$ cat config.mk
export PLATFORM = sky130hd
export DESIGN_NAME = cellular_signal_converter_top
export DESIGN_NICKNAME = d
export VERILOG_FILES = /design/src/rtl/csc_pkg.sv /design/src/rtl/csc_decode.sv /design/src/rtl/csc_level.sv /design/src/rtl/csc_scale.sv /design/src/rtl/cellular_signal_converter_top.sv
export VERILOG_INCLUDE_DIRS = /design/src /design/src/rtl
export SDC_FILE = /design/constraint.sdc
export NUM_CORES = 2
export LEC_CHECK = 0
export ABC_AREA = 1
export BUFFER_PORTS_ARGS = -buffer_cell sky130_fd_sc_hd__buf_2
export CAP_MARGIN = 20
export CORE_MARGIN = 2
export CORE_UTILIZATION = 55
export CTS_BUF_LIST = sky130_fd_sc_hd__clkbuf_8
export CTS_CLUSTER_DIAMETER = 200
export DETAILED_ROUTE_END_ITERATION = 12
export HOLD_SLACK_MARGIN = 0.15
export MAX_ROUTING_LAYER = met4
export PLACE_DENSITY = 0.73
export SYNTH_ARGS = -nofsm -noshare
export SYNTH_HDL_FRONTEND = slang
export SYNTH_SLANG_ARGS = --single-unit
export TNS_END_PERCENT = 30
$ cat constraint.sdc
create_clock -name clk -period 21.5 [get_ports clk]
set_input_delay 4.3 -clock clk [delete_from_list [all_inputs] [get_ports clk]]
set_output_delay 4.3 -clock clk [all_outputs]
set_load 0.03 [all_outputs]
$ cat src/rtl/assert_macros.svh
// ----------------------------------------------------------------------------
// Assertion macros included by the RTL top level.
// Concurrent checks on the rising clock edge, disabled while reset is high.
// ----------------------------------------------------------------------------
`ifndef ASSERT_MACROS_SVH
`define ASSERT_MACROS_SVH

`ifndef SYNTHESIS

// Same-cycle implication.
`define ASSERT_IMPLIES(label, clk, rst, ante, cons) \
  label: assert property (@(posedge clk) disable iff (rst) (ante) |-> (cons)) \
    else $error("assertion failed")

// Next-cycle implication.
`define ASSERT_NEXT(label, clk, rst, ante, cons) \
  label: assert property (@(posedge clk) disable iff (rst) (ante) |=> (cons)) \
    else $error("assertion failed")

`else

`define ASSERT_IMPLIES(label, clk, rst, ante, cons)
`define ASSERT_NEXT(label, clk, rst, ante, cons)

`endif

`endif

$ cat src/rtl/csc_pkg.sv
// ----------------------------------------------------------------------------
// csc_pkg
// Types and constants of the cellular signal converter.
// ----------------------------------------------------------------------------
`default_nettype none

package csc_pkg;

  // Technology codes of a report
  localparam logic [2:0] TECH_GSM   = 3'd0;
  localparam logic [2:0] TECH_EDGE  = 3'd1;
  localparam logic [2:0] TECH_UTRAN = 3'd2;
  localparam logic [2:0] TECH_LTE   = 3'd3;
  localparam logic [2:0] TECH_CATM1 = 3'd4;
  localparam logic [2:0] TECH_NB1   = 3'd5;

  // Access technology codes of a result
  localparam logic [2:0] ACT_NONE  = 3'd0;
  localparam logic [2:0] ACT_GSM   = 3'd1;
  localparam logic [2:0] ACT_EGPRS = 3'd2;
  localparam logic [2:0] ACT_UMTS  = 3'd3;
  localparam logic [2:0] ACT_LTE   = 3'd4;
  localparam logic [2:0] ACT_CATM1 = 3'd5;
  localparam logic [2:0] ACT_NB1   = 3'd6;

  localparam logic signed [31:0] UNKNOWN_VAL = 32'sh8000_0000;
  localparam logic [15:0]        SCALE_MAX   = 16'hFFFF;

  // Reciprocal shift: x * ceil(2^31/d) >> 31 is exact for x < 2^23, d < 2^7
  localparam int RECIP_SHIFT = 31;
  localparam int RECIP_W     = 29;
  localparam int SCALE_X_W   = 23;
  localparam int SCALE_P_W   = SCALE_X_W + RECIP_W;

  localparam logic [RECIP_W-1:0] RECIP_7  = RECIP_W'(((64'd1 << RECIP_SHIFT) + 64'd6) / 64'd7);
  localparam logic [RECIP_W-1:0] RECIP_34 = RECIP_W'(((64'd1 << RECIP_SHIFT) + 64'd33) / 64'd34);
  localparam logic [RECIP_W-1:0] RECIP_49 = RECIP_W'(((64'd1 << RECIP_SHIFT) + 64'd48) / 64'd49);
  localparam logic [RECIP_W-1:0] RECIP_63 = RECIP_W'(((64'd1 << RECIP_SHIFT) + 64'd62) / 64'd63);
  localparam logic [RECIP_W-1:0] RECIP_96 = RECIP_W'(((64'd1 << RECIP_SHIFT) + 64'd95) / 64'd96);
  localparam logic [RECIP_W-1:0] RECIP_97 = RECIP_W'(((64'd1 << RECIP_SHIFT) + 64'd96) / 64'd97);

  // How an output value is formed
  typedef enum logic [1:0] {
    VM_ZERO    = 2'd0,
    VM_VALUE   = 2'd1,
    VM_SAT     = 2'd2,
    VM_UNKNOWN = 2'd3
  } csc_mode_t;

  // Divisor of a 0..65535 scaling
  typedef enum logic [2:0] {
    DEN_7  = 3'd0,
    DEN_34 = 3'd1,
    DEN_49 = 3'd2,
    DEN_63 = 3'd3,
    DEN_96 = 3'd4,
    DEN_97 = 3'd5
  } csc_den_t;

  typedef struct packed {
    logic              report_ok;
    logic [2:0]        technology;
    logic signed [7:0] raw_rssi;
    logic signed [7:0] raw_qual;
    logic [6:0]        rx_level;
    logic [6:0]        rx_quality;
    logic [7:0]        umts_rscp;
    logic [7:0]        umts_ecno;
    logic [7:0]        lte_rsrp;
    logic [7:0]        lte_rsrq;
  } csc_report_t;

  typedef struct packed {
    logic               error;
    logic [2:0]         access_tech;
    logic signed [7:0]  pass_rssi;
    logic signed [7:0]  pass_qual;
    logic signed [31:0] level_centi;
    logic signed [31:0] quality_centi;
    logic signed [31:0] strength_scaled;
    logic signed [31:0] quality_scaled;
  } csc_result_t;

  // Fields that only travel alongside the arithmetic
  typedef struct packed {
    logic              error;
    logic [2:0]        access_tech;
    logic signed [7:0] pass_rssi;
    logic signed [7:0] pass_qual;
  } csc_hdr_t;

  // Level and quality in hundredths
  typedef struct packed {
    csc_mode_t          lev_mode;
    logic signed [8:0]  lev_diff;
    csc_mode_t          qc_mode;
    logic               qc_direct;
    logic signed [11:0] qc_val;
    logic [7:0]         qc_code;
    logic [11:0]        qc_off;
  } csc_lq_req_t;

  // One 0..65535 scaling: num is at most the divisor when mode is VM_VALUE
  typedef struct packed {
    csc_mode_t  mode;
    csc_den_t   den;
    logic [6:0] num;
  } csc_scale_req_t;

  typedef struct packed {
    csc_hdr_t       hdr;
    csc_lq_req_t    lq;
    csc_scale_req_t st;
    csc_scale_req_t qs;
  } csc_s1_t;

  function automatic logic [RECIP_W-1:0] csc_recip(input csc_den_t den);
    logic [RECIP_W-1:0] r;
    case (den)
      DEN_7:   r = RECIP_7;
      DEN_34:  r = RECIP_34;
      DEN_49:  r = RECIP_49;
      DEN_63:  r = RECIP_63;
      DEN_96:  r = RECIP_96;
      DEN_97:  r = RECIP_97;
      default: r = RECIP_7;
    endcase
    return r;
  endfunction

endpackage

`default_nettype wire

$ cat src/rtl/csc_decode.sv
// ----------------------------------------------------------------------------
// csc_decode
// First stage: pick the codes that the technology uses and classify them.
// ----------------------------------------------------------------------------
`default_nettype none

module csc_decode (
  input  wire logic                 clk,
  input  wire logic                 rst,
  input  wire logic                 take,
  input  wire csc_pkg::csc_report_t report,
  output csc_pkg::csc_s1_t          s1,
  output logic                      s1_valid
);
  import csc_pkg::*;

  localparam logic [6:0] GSM_UNKNOWN = 7'd99;
  localparam logic [7:0] CODE_UNKNOWN = 8'd255;

  csc_s1_t s1_next;

  // GSM bit error rate in hundredths of a percent
  function automatic logic signed [11:0] ber_centi(input logic [2:0] q);
    logic signed [11:0] v;
    case (q)
      3'd0:    v = 12'sd14;
      3'd1:    v = 12'sd28;
      3'd2:    v = 12'sd57;
      3'd3:    v = 12'sd113;
      3'd4:    v = 12'sd226;
      3'd5:    v = 12'sd453;
      3'd6:    v = 12'sd905;
      3'd7:    v = 12'sd1810;
      default: v = 12'sd14;
    endcase
    return v;
  endfunction

  // EDGE bit error probability, already in log10 hundredths
  function automatic logic signed [11:0] bep_centi(input logic [2:0] q);
    logic signed [11:0] v;
    case (q)
      3'd0:    v = -12'sd370;
      3'd1:    v = -12'sd320;
      3'd2:    v = -12'sd280;
      3'd3:    v = -12'sd230;
      3'd4:    v = -12'sd190;
      3'd5:    v = -12'sd140;
      3'd6:    v = -12'sd100;
      3'd7:    v = -12'sd60;
      default: v = -12'sd370;
    endcase
    return v;
  endfunction

  logic [8:0] rscp_p5;

  always_comb begin
    rscp_p5 = {1'b0, report.umts_rscp} + 9'd5;
    s1_next = '0;
    s1_next.hdr.pass_rssi = report.raw_rssi;
    s1_next.hdr.pass_qual = report.raw_qual;
    if (!report.report_ok) begin
      // failed query: error and nothing else
      s1_next.hdr = '0;
      s1_next.hdr.error = 1'b1;
    end else begin
      case (report.technology)
        TECH_GSM, TECH_EDGE: begin
          s1_next.hdr.access_tech = (report.technology == TECH_GSM) ? ACT_GSM : ACT_EGPRS;
          if (report.rx_level != GSM_UNKNOWN) begin
            s1_next.lq.lev_mode = VM_VALUE;
            s1_next.lq.lev_diff = $signed({2'b00, report.rx_level}) - 9'sd111;
            s1_next.st.mode = (report.rx_level > 7'd63) ? VM_SAT : VM_VALUE;
          end else begin
            s1_next.lq.lev_mode = VM_UNKNOWN;
            s1_next.st.mode = VM_UNKNOWN;
          end
          s1_next.st.den = DEN_63;
          s1_next.st.num = report.rx_level;
          if (report.rx_quality <= 7'd7) begin
            s1_next.lq.qc_mode = VM_VALUE;
            s1_next.lq.qc_direct = 1'b1;
            s1_next.lq.qc_val = (report.technology == TECH_GSM) ?
                                ber_centi(report.rx_quality[2:0]) :
                                bep_centi(report.rx_quality[2:0]);
            s1_next.qs.mode = VM_VALUE;
          end else begin
            s1_next.lq.qc_mode = VM_UNKNOWN;
            s1_next.qs.mode = VM_UNKNOWN;
          end
          s1_next.qs.den = DEN_7;
          s1_next.qs.num = 7'd7 - report.rx_quality;
        end
        TECH_UTRAN: begin
          s1_next.hdr.access_tech = ACT_UMTS;
          if (report.umts_rscp != CODE_UNKNOWN) begin
            s1_next.lq.lev_mode = VM_VALUE;
            s1_next.lq.lev_diff = $signed({1'b0, report.umts_rscp}) - 9'sd116;
            s1_next.st.mode = (rscp_p5 > 9'd96) ? VM_SAT : VM_VALUE;
          end else begin
            s1_next.lq.lev_mode = VM_UNKNOWN;
            s1_next.st.mode = VM_UNKNOWN;
          end
          s1_next.st.den = DEN_96;
          s1_next.st.num = rscp_p5[6:0];
          if (report.umts_ecno != CODE_UNKNOWN) begin
            s1_next.lq.qc_mode = VM_VALUE;
            s1_next.qs.mode = (report.umts_ecno > 8'd49) ? VM_SAT : VM_VALUE;
          end else begin
            s1_next.lq.qc_mode = VM_UNKNOWN;
            s1_next.qs.mode = VM_UNKNOWN;
          end
          s1_next.lq.qc_code = report.umts_ecno;
          s1_next.lq.qc_off = 12'd2450;
          s1_next.qs.den = DEN_49;
          s1_next.qs.num = report.umts_ecno[6:0];
        end
        TECH_LTE, TECH_CATM1, TECH_NB1: begin
          case (report.technology)
            TECH_LTE:   s1_next.hdr.access_tech = ACT_LTE;
            TECH_CATM1: s1_next.hdr.access_tech = ACT_CATM1;
            default:    s1_next.hdr.access_tech = ACT_NB1;
          endcase
          if (report.lte_rsrp != CODE_UNKNOWN) begin
            s1_next.lq.lev_mode = VM_VALUE;
            s1_next.lq.lev_diff = $signed({1'b0, report.lte_rsrp}) - 9'sd141;
            s1_next.st.mode = (report.lte_rsrp > 8'd97) ? VM_SAT : VM_VALUE;
          end else begin
            s1_next.lq.lev_mode = VM_UNKNOWN;
            s1_next.st.mode = VM_UNKNOWN;
          end
          s1_next.st.den = DEN_97;
          s1_next.st.num = report.lte_rsrp[6:0];
          if (report.lte_rsrq != CODE_UNKNOWN) begin
            s1_next.lq.qc_mode = VM_VALUE;
            s1_next.qs.mode = (report.lte_rsrq > 8'd34) ? VM_SAT : VM_VALUE;
          end else begin
            s1_next.lq.qc_mode = VM_UNKNOWN;
            s1_next.qs.mode = VM_UNKNOWN;
          end
          s1_next.lq.qc_code = report.lte_rsrq;
          s1_next.lq.qc_off = 12'd2000;
          s1_next.qs.den = DEN_34;
          s1_next.qs.num = report.lte_rsrq[6:0];
        end
        default: begin
          // unrecognised technology: raw values pass, levels unknown
          s1_next.hdr.error = 1'b1;
          s1_next.hdr.access_tech = ACT_NONE;
          s1_next.lq.lev_mode = VM_UNKNOWN;
          s1_next.lq.qc_mode = VM_UNKNOWN;
          s1_next.st.mode = VM_ZERO;
          s1_next.qs.mode = VM_ZERO;
        end
      endcase
    end
  end

  always_ff @(posedge clk) begin
    if (rst) begin
      s1_valid <= 1'b0;
    end else begin
      s1_valid <= take;
    end
    s1 <= s1_next;
  end

endmodule

`default_nettype wire

$ cat src/rtl/csc_level.sv
// ----------------------------------------------------------------------------
// csc_level
// Level in dBm hundredths and quality in hundredths, two register stages.
// ----------------------------------------------------------------------------
`default_nettype none

module csc_level (
  input  wire logic                 clk,
  input  wire csc_pkg::csc_lq_req_t req,
  output logic signed [31:0]        level_centi,
  output logic signed [31:0]        quality_centi
);
  import csc_pkg::*;

  logic signed [15:0] lev_prod;
  logic signed [14:0] qc_lin;
  logic signed [15:0] lev_a;
  logic signed [14:0] qc_a;
  csc_mode_t          lev_mode_a;
  csc_mode_t          qc_mode_a;
  logic signed [31:0] level_next;
  logic signed [31:0] quality_next;

  always_comb begin
    lev_prod = 16'(req.lev_diff) * 16'sd100;
    qc_lin = $signed({1'b0, 14'(req.qc_code) * 14'd50}) - $signed(15'(req.qc_off));
  end

  // stage A: scale by constants
  always_ff @(posedge clk) begin
    lev_a <= lev_prod;
    qc_a <= req.qc_direct ? 15'(req.qc_val) : qc_lin;
    lev_mode_a <= req.lev_mode;
    qc_mode_a <= req.qc_mode;
  end

  always_comb begin
    case (lev_mode_a)
      VM_VALUE:   level_next = 32'(lev_a);
      VM_UNKNOWN: level_next = UNKNOWN_VAL;
      default:    level_next = '0;
    endcase
    case (qc_mode_a)
      VM_VALUE:   quality_next = 32'(qc_a);
      VM_UNKNOWN: quality_next = UNKNOWN_VAL;
      default:    quality_next = '0;
    endcase
  end

  // stage B: widen and mark unknowns
  always_ff @(posedge clk) begin
    level_centi <= level_next;
    quality_centi <= quality_next;
  end

endmodule

`default_nettype wire

$ cat src/rtl/csc_scale.sv
// ----------------------------------------------------------------------------
// csc_scale
// num * 65535 / den by reciprocal multiplication, two register stages.
// ----------------------------------------------------------------------------
`default_nettype none

module csc_scale (
  input  wire logic                    clk,
  input  wire csc_pkg::csc_scale_req_t req,
  output logic signed [31:0]           value
);
  import csc_pkg::*;

  logic [SCALE_X_W-1:0] x_a;
  csc_den_t             den_a;
  csc_mode_t            mode_a;
  logic [SCALE_P_W-1:0] prod_b;
  csc_mode_t            mode_b;

  // stage A: num * 65535 as a shift and subtract
  always_ff @(posedge clk) begin
    x_a <= {req.num, 16'd0} - SCALE_X_W'(req.num);
    den_a <= req.den;
    mode_a <= req.mode;
  end

  // stage B: multiply by the rounded-up reciprocal of the divisor
  always_ff @(posedge clk) begin
    prod_b <= SCALE_P_W'(x_a) * SCALE_P_W'(csc_recip(den_a));
    mode_b <= mode_a;
  end

  always_comb begin
    case (mode_b)
      VM_VALUE:   value = {16'd0, prod_b[RECIP_SHIFT+15:RECIP_SHIFT]};
      VM_SAT:     value = {16'd0, SCALE_MAX};
      VM_UNKNOWN: value = UNKNOWN_VAL;
      default:    value = '0;
    endcase
  end

endmodule

`default_nettype wire

$ cat src/rtl/cellular_signal_converter_top.sv
// ----------------------------------------------------------------------------
// cellular_signal_converter_top
// Converts one raw modem signal report per cycle into scaled level and
// quality values.
// ----------------------------------------------------------------------------
// A report taken at one clock edge has its result on the result ports
//   (strobe high) once it has passed the decode, scaling, multiply and output registers.
// Throughput: one report every cycle; a four-register pipeline (decode,
//   constant scaling, reciprocal multiply, output) sets the figure.
// busy is high only while rst is high; results are never held off.
// Reset clears the valid bits of every stage; payload registers keep data.
`default_nettype none

`include "assert_macros.svh"

module cellular_signal_converter_top (
  input  wire logic                 clk,
  input  wire logic                 rst,
  input  wire logic                 start,
  output logic                      busy,
  input  wire csc_pkg::csc_report_t report,
  output logic                      strobe,
  output csc_pkg::csc_result_t      result
);
  import csc_pkg::*;

  logic               take;
  csc_s1_t            s1;
  logic               s1_valid;
  // header fields ride alongside the arithmetic stages
  csc_hdr_t           hdr2;
  csc_hdr_t           hdr3;
  logic               v2;
  logic               v3;
  logic signed [31:0] level_centi;
  logic signed [31:0] quality_centi;
  logic signed [31:0] strength_scaled;
  logic signed [31:0] quality_scaled;

  // take a report whenever one is offered outside reset
  assign busy = rst;
  assign take = start && !busy;

  // stage 1: select and classify the codes of the technology
  csc_decode u_decode (
    .clk      (clk),
    .rst      (rst),
    .take     (take),
    .report   (report),
    .s1       (s1),
    .s1_valid (s1_valid)
  );

  // stages 2 and 3: level and quality in hundredths
  csc_level u_level (
    .clk           (clk),
    .req           (s1.lq),
    .level_centi   (level_centi),
    .quality_centi (quality_centi)
  );

  // stages 2 and 3: strength on 0..65535
  csc_scale u_strength (
    .clk   (clk),
    .req   (s1.st),
    .value (strength_scaled)
  );

  // stages 2 and 3: quality on 0..65535
  csc_scale u_quality (
    .clk   (clk),
    .req   (s1.qs),
    .value (quality_scaled)
  );

  // advance the valid bits alongside the data
  always_ff @(posedge clk) begin
    if (rst) begin
      v2 <= 1'b0;
      v3 <= 1'b0;
      strobe <= 1'b0;
    end else begin
      v2 <= s1_valid;
      v3 <= v2;
      strobe <= v3;
    end
    hdr2 <= s1.hdr;
    hdr3 <= hdr2;
  end

  // stage 4: hold the finished item on the result ports for one cycle
  always_ff @(posedge clk) begin
    result.error <= hdr3.error;
    result.access_tech <= hdr3.access_tech;
    result.pass_rssi <= hdr3.pass_rssi;
    result.pass_qual <= hdr3.pass_qual;
    result.level_centi <= level_centi;
    result.quality_centi <= quality_centi;
    result.strength_scaled <= strength_scaled;
    result.quality_scaled <= quality_scaled;
  end

  `ASSERT_IMPLIES(a_latency, clk, rst, take, ##4 strobe);
  `ASSERT_IMPLIES(a_no_phantom, clk, rst, strobe, $past(take, 4));
  `ASSERT_IMPLIES(a_error_no_tech, clk, rst, strobe && result.error,
                  result.access_tech == ACT_NONE);
  `ASSERT_IMPLIES(a_strength_range, clk, rst, strobe && !result.strength_scaled[31],
                  result.strength_scaled[30:16] == 15'd0);

endmodule

`default_nettype wire

# Yosys cells after proc, flatten, opt, wreduce, memory -nomap -nowiden
# Memories as Yosys holds them, arrays and structs flattened.
# Cells that the tools add are included.
# totals
n_memories	2
ff_bits	533
wordCells	151
mem_bits_ro	152
output_inout_bits	150
# mem_list
name	depth	width	read_ports	rd_ports_with_merged_regs	write_ports	line	source
(name not given)	8	11	1	0	0	csc_decode.sv:25	case (q)
(name not given)	8	8	1	0	0	csc_decode.sv:42	case (q)
# classes
mul	4
mux	40
eq_ne	30
n_addsub	8
n_reduce_logical	8
order_cmp	6
# op_table
op	n
case mux 29 bit (5 select lines)	2
case mux 32 bit (3 select lines)	2
case mux 32 bit (2 select lines)	2
multiplier 23 x 29 -> 47 bit	2
case mux 9 bit (3 select lines)	2
subtractor 23 x 7 -> 23 bit	2
case mux 20 bit (2 select lines)	1
two-way mux 2 bit	17
inequality test 8 bit (second input constant)	4
case mux 10 bit (3 select lines)	1
two-way mux 9 bit	3
case mux 2 bit (3 select lines)	4
== test 3 x 2 -> 1 bit (second input constant)	6
== test 3 bit (second input constant)	6
> comparator 8 x 6 -> 1 bit (second input constant)	2
two-way mux 15 bit	1
subtractor 14 x 12 -> 15 bit	1
multiplier 9 x 6 -> 14 bit (second input constant)	1
multiplier 8 x 5 -> 13 bit (second input constant)	1
two-way mux 13 bit	1
== test 2 bit (second input constant)	6
two-way mux 12 bit	1
adder 8 x 3 -> 9 bit (second input constant)	1
== test 3 x 1 -> 1 bit (second input constant)	3
21 further kinds	24

# Depth between registers and ports, before layout
# depth
ltp_word	5
ltp_mapped	36
mapped_depth_nobuf	34

# Cells and area by module
# From an unflattened synthesis, not the netlist that was laid out.
# unflattened
hier_cells	6011
hier_area_um2	51499.4
# modules_own_cells
mod	seq_area_each_um2	area_per_inst_um2	cells_per_inst	instances
csc_scale (u_quality)	860.8	19961.6	2410	1
csc_scale (u_strength)	860.8	19809.0	2364	1
csc_level	1281.2	4103.9	509	1
cellular_signal_converter_top	3823.7	3861.2	200	1
csc_decode	1561.5	3763.6	528	1

# Worst setup path before layout
# OpenSTA, ideal clock, no wires.
# synth_path
path_kind	input to output
start	input port rst
end	output port busy
setup_slack_ps	12755
n_path_buf	1
stages	1
arrival_time_ps	4445
cell_sequence	buf_4
# synth_rtl
item	line	source
from (decl)	cellular_signal_converter_top.sv:18	input wire logic rst,
to (decl)	cellular_signal_converter_top.sv:20	output logic busy,
# No word-level cell between the ends.

# Worst setup path after layout
# layout_path
start	input port rst
end	output port busy
# No word-level cell between the ends.

==> results.txt <==
The flow ran to the end, and the final reports show no timing, DRC or antenna violations. The final clock period utilization by the worst path is 41.66%. The total instance count after detailed placement came out at 6715. The clock transition at the registers of the reported paths came out at 0.06 ns. The remaining number of nets flagged by the antenna check after routing is 0.

TritonCTS built the clock tree. After legalization and detailed placement, the total HPWL measured 126400 um. The clock latency reported for the late side of the worst-skew pair came out at 0.61 ns. The number of vias per cell is 5.268. The count of buffers inserted at the top-level ports is 186. The count of routing violations after the opening detailed-route iteration came out at 2951. The number of optimization iterations in the first detailed-route pass came out at 5. In this run the mean area of a mapped cell was 8.727 sq um. The start point of the critical path is rst. The count of pins on the block boundary came out at 219. The critical path buffer and inverter count came out at 2.

Among all stages on the critical path, the largest delay is contributed by sky130_fd_sc_hd__buf_2. The shortest clock period the worst path allows after layout is 8.957 ns. The total routing usage reported by global routing came out at 34.71%. The overflow left after global routing is 0.

The setup violation total in the final timing report is 0. Relative to the synthesized area, the layout overhead comes to 6.153%. The number of buffers inserted by hold repair at cts is 0. The post-layout instance count excluding filler cells came out at 6809. The effective utilization at floorplan is 55.24%. The total negative slack for setup checks is 0 ns. After technology mapping, the gate count stands at 5474. The number of max-slew violations in the final report came to 0. The largest driver fanout on the critical path came out at 5. The fraction of registers with async set/reset is 0%. The number of register bits inferred by synthesis is 352. Among cell families on the critical path, the largest total delay comes from buffers and inverters. The worst hold margin came out at 0.3103 ns. For this run, the slowest stage of the critical path takes 0.21 ns. The final routed wire length divided by cell count is 21.35 um. The area of the mapped netlist is 47770 sq um.

The startpoint-to-endpoint class of the critical path is in -> out. sky130_fd_sc_hd__fa_1 takes more of the synthesized area than any other cell. The required arrival time at the worst endpoint is 17.20 ns. Across all layers, the routed design uses 35870 vias.

The number of buffers created by CTS is 53. The proportion of netlist area held by the largest area contributor came out at 39.90%. The buffer levels on the longest clock path came out at 3. For this run, the leading register cell type out of synthesis is sky130_fd_sc_hd__dfxtp_1. The proportion of synthesized chip area in sequential cells is 14.75%. The die is 298.7 um tall. The Yosys step of the flow raised 0 warnings. The number of global-route vias before repair is 38980. Yosys attributes the largest share of cell area to sky130_fd_sc_hd__fa_1 (40%), sky130_fd_sc_hd__dfxtp_1 (15%), sky130_fd_sc_hd__ha_1 (13%), sky130_fd_sc_hd__inv_1 (12%), sky130_fd_sc_hd__nand2_1 (5.6%). The post-layout utilization of the core came out at 58.63%.

The sum of routed wire length over all layers is 145400 um. By count the netlist is led by sky130_fd_sc_hd__inv_1 (1580), sky130_fd_sc_hd__fa_1 (952), sky130_fd_sc_hd__nand2_1 (714). The transition time at the pin with the least slew margin is 1.122 ns.

Routability-driven placement finished with a final weighted congestion of 1.078. The root buffer selected by CTS is sky130_fd_sc_hd__clkbuf_8. The number of flops mapped to enable cells by yosys came out at 0. The overall die area came out at 89230 sq um.

The number of post-CTS setup repair buffers came out at 0. The share of layout cells above drive strength 1 came out at 5.591%. The worst relative slew slack came out at 24.92%. The core region is 86480 sq um. STA classifies the critical path endpoint as an output port. The detailed-route DRC error count came out at 0. The path category of the worst min-delay check is reg -> reg. The cell row count is 108.

The number of hold violations in the final report came out at 0. The total clock sinks came out at 352. On the final layout, the worst clock skew is 0.03444 ns. The maximum number of pins on one net before global-route repair is 40. Data arrives at the worst endpoint at 4.66 ns.

In the post-synthesis netlist, the cell with the most instances is sky130_fd_sc_hd__inv_1. In this run, distinct cell masters in the synthesized netlist total 53. The die extent in x is 298.7 um. The global-route wire length before repair is 226300 um. Once the clock tree was built, the resizer swapped 0 gates to a different size. The tool flagged a number of max-cap violations equal to 0. The critical path launch point type is an input port.

The initial antenna violation count is 3. The fmax came out at 111.6 MHz. The source of the worst register-to-register timing path is u_strength.den_a[2]. The most numerous cell type found on the critical path is sky130_fd_sc_hd__buf_2. The H-tree generated during clock tree synthesis spans 2 levels. The number of nets in the layout came out at 7118. Setup repair after global routing left no endpoint under its margin.

In this run the most critical hold path is launched from hdr3[0]. The critical path goes through buf_2, buf_2.
==> area by class of cell <==
class / instances / area (sq um)
fill: 7881 / 35770
multi-input combinational: 3407 / 34040
sequential: 352 / 7047
inverter: 1594 / 5983
tap: 1155 / 1445
timing repair buffer: 208 / 1104
clock buffer: 64 / 880.8
clock inverter: 27 / 203.9
antenna: 2 / 5.005
==> registers in the layout, summed over array words and instances, names as in the netlist, 2 cells and up <==
name	cells
hdr3	20
u_level.level_centi	15
result	85
u_quality.mode_b	2
u_level.lev_a	14
u_decode.s1	76
u_quality.prod_b	16
u_level.lev_mode_a	2
u_level.qc_a	15
hdr2	19
u_quality.den_a	2
u_strength.x_a	20
u_strength.den_a	3
u_quality.mode_a	2
u_quality.x_a	20
u_strength.mode_b	2
u_strength.mode_a	2
u_strength.prod_b	16
u_level.quality_centi	16
==> worst paths after layout <==
| check | slack, ns | cells after the start | end |
|---|---|---|---|
| min reg2reg | 0.31 | 0 | result[128] |
| max reg2reg | 12.99 | 29 | u_strength.prod_b[41] |
| min | 0.31 | 0 | result[128] |
| max | 12.54 | 2 | busy |
==> layout by cell type (no fill, tap or decap), types with 61 or more instances in the layout <==
master,instances
sky130_fd_sc_hd__nand2_1,714
sky130_fd_sc_hd__nor2_1,549
sky130_fd_sc_hd__ha_1,480
sky130_fd_sc_hd__a21oi_1,161
sky130_fd_sc_hd__buf_2,186
sky130_fd_sc_hd__clkbuf_8,64
sky130_fd_sc_hd__fa_1,952
sky130_fd_sc_hd__xor2_1,61
sky130_fd_sc_hd__nand3_1,109
sky130_fd_sc_hd__dfxtp_1,352
sky130_fd_sc_hd__inv_1,1596
sky130_fd_sc_hd__o21ai_0,122
==> through the flow <==
| stage | instance area, sq um | setup slack [ns] |
|---|---|---|
| 2_1_floorplan | 47890 | 12.76 |
| 3_3_place_gp | 49600 | 12.55 |
| 3_5_place_dp | 49600 | 12.55 |
| 4_1_cts | 50690 | 12.55 |
| 5_1_grt | 50710 | 12.53 |
| 6_report | 50710 | 12.54 |
==> kinds of logic (layout without fill, tap and decap cells) <==
| family | Yosys count | count (layout) | synth area share [%] |
|---|---|---|---|
| buf+inv | 1746 | 1893 | 14.24 |
| compound gates | 395 | 395 | 4.688 |
| simple gates | 1466 | 1466 | 12.33 |
| other cells | 1 | 34 | 0.007850 |
| flops | 352 | 352 | 14.75 |
| fa+ha+maj | 1433 | 1433 | 52.49 |
| xor+xnor | 81 | 81 | 1.485 |
==> per-layer routing <==
layer	vias to the layer above	routed length, um	global-route usage, %
met5	-	0	-
met4	0	8028	15.06
met3	409	10710	4.958
met2	1645	70660	57.58
met1	17590	55980	42.50
li1	16220	-	-
Power is left out: the tool's default activity adds up to more than one toggle a clock period on the data nets, which glitch-free logic cannot reach.
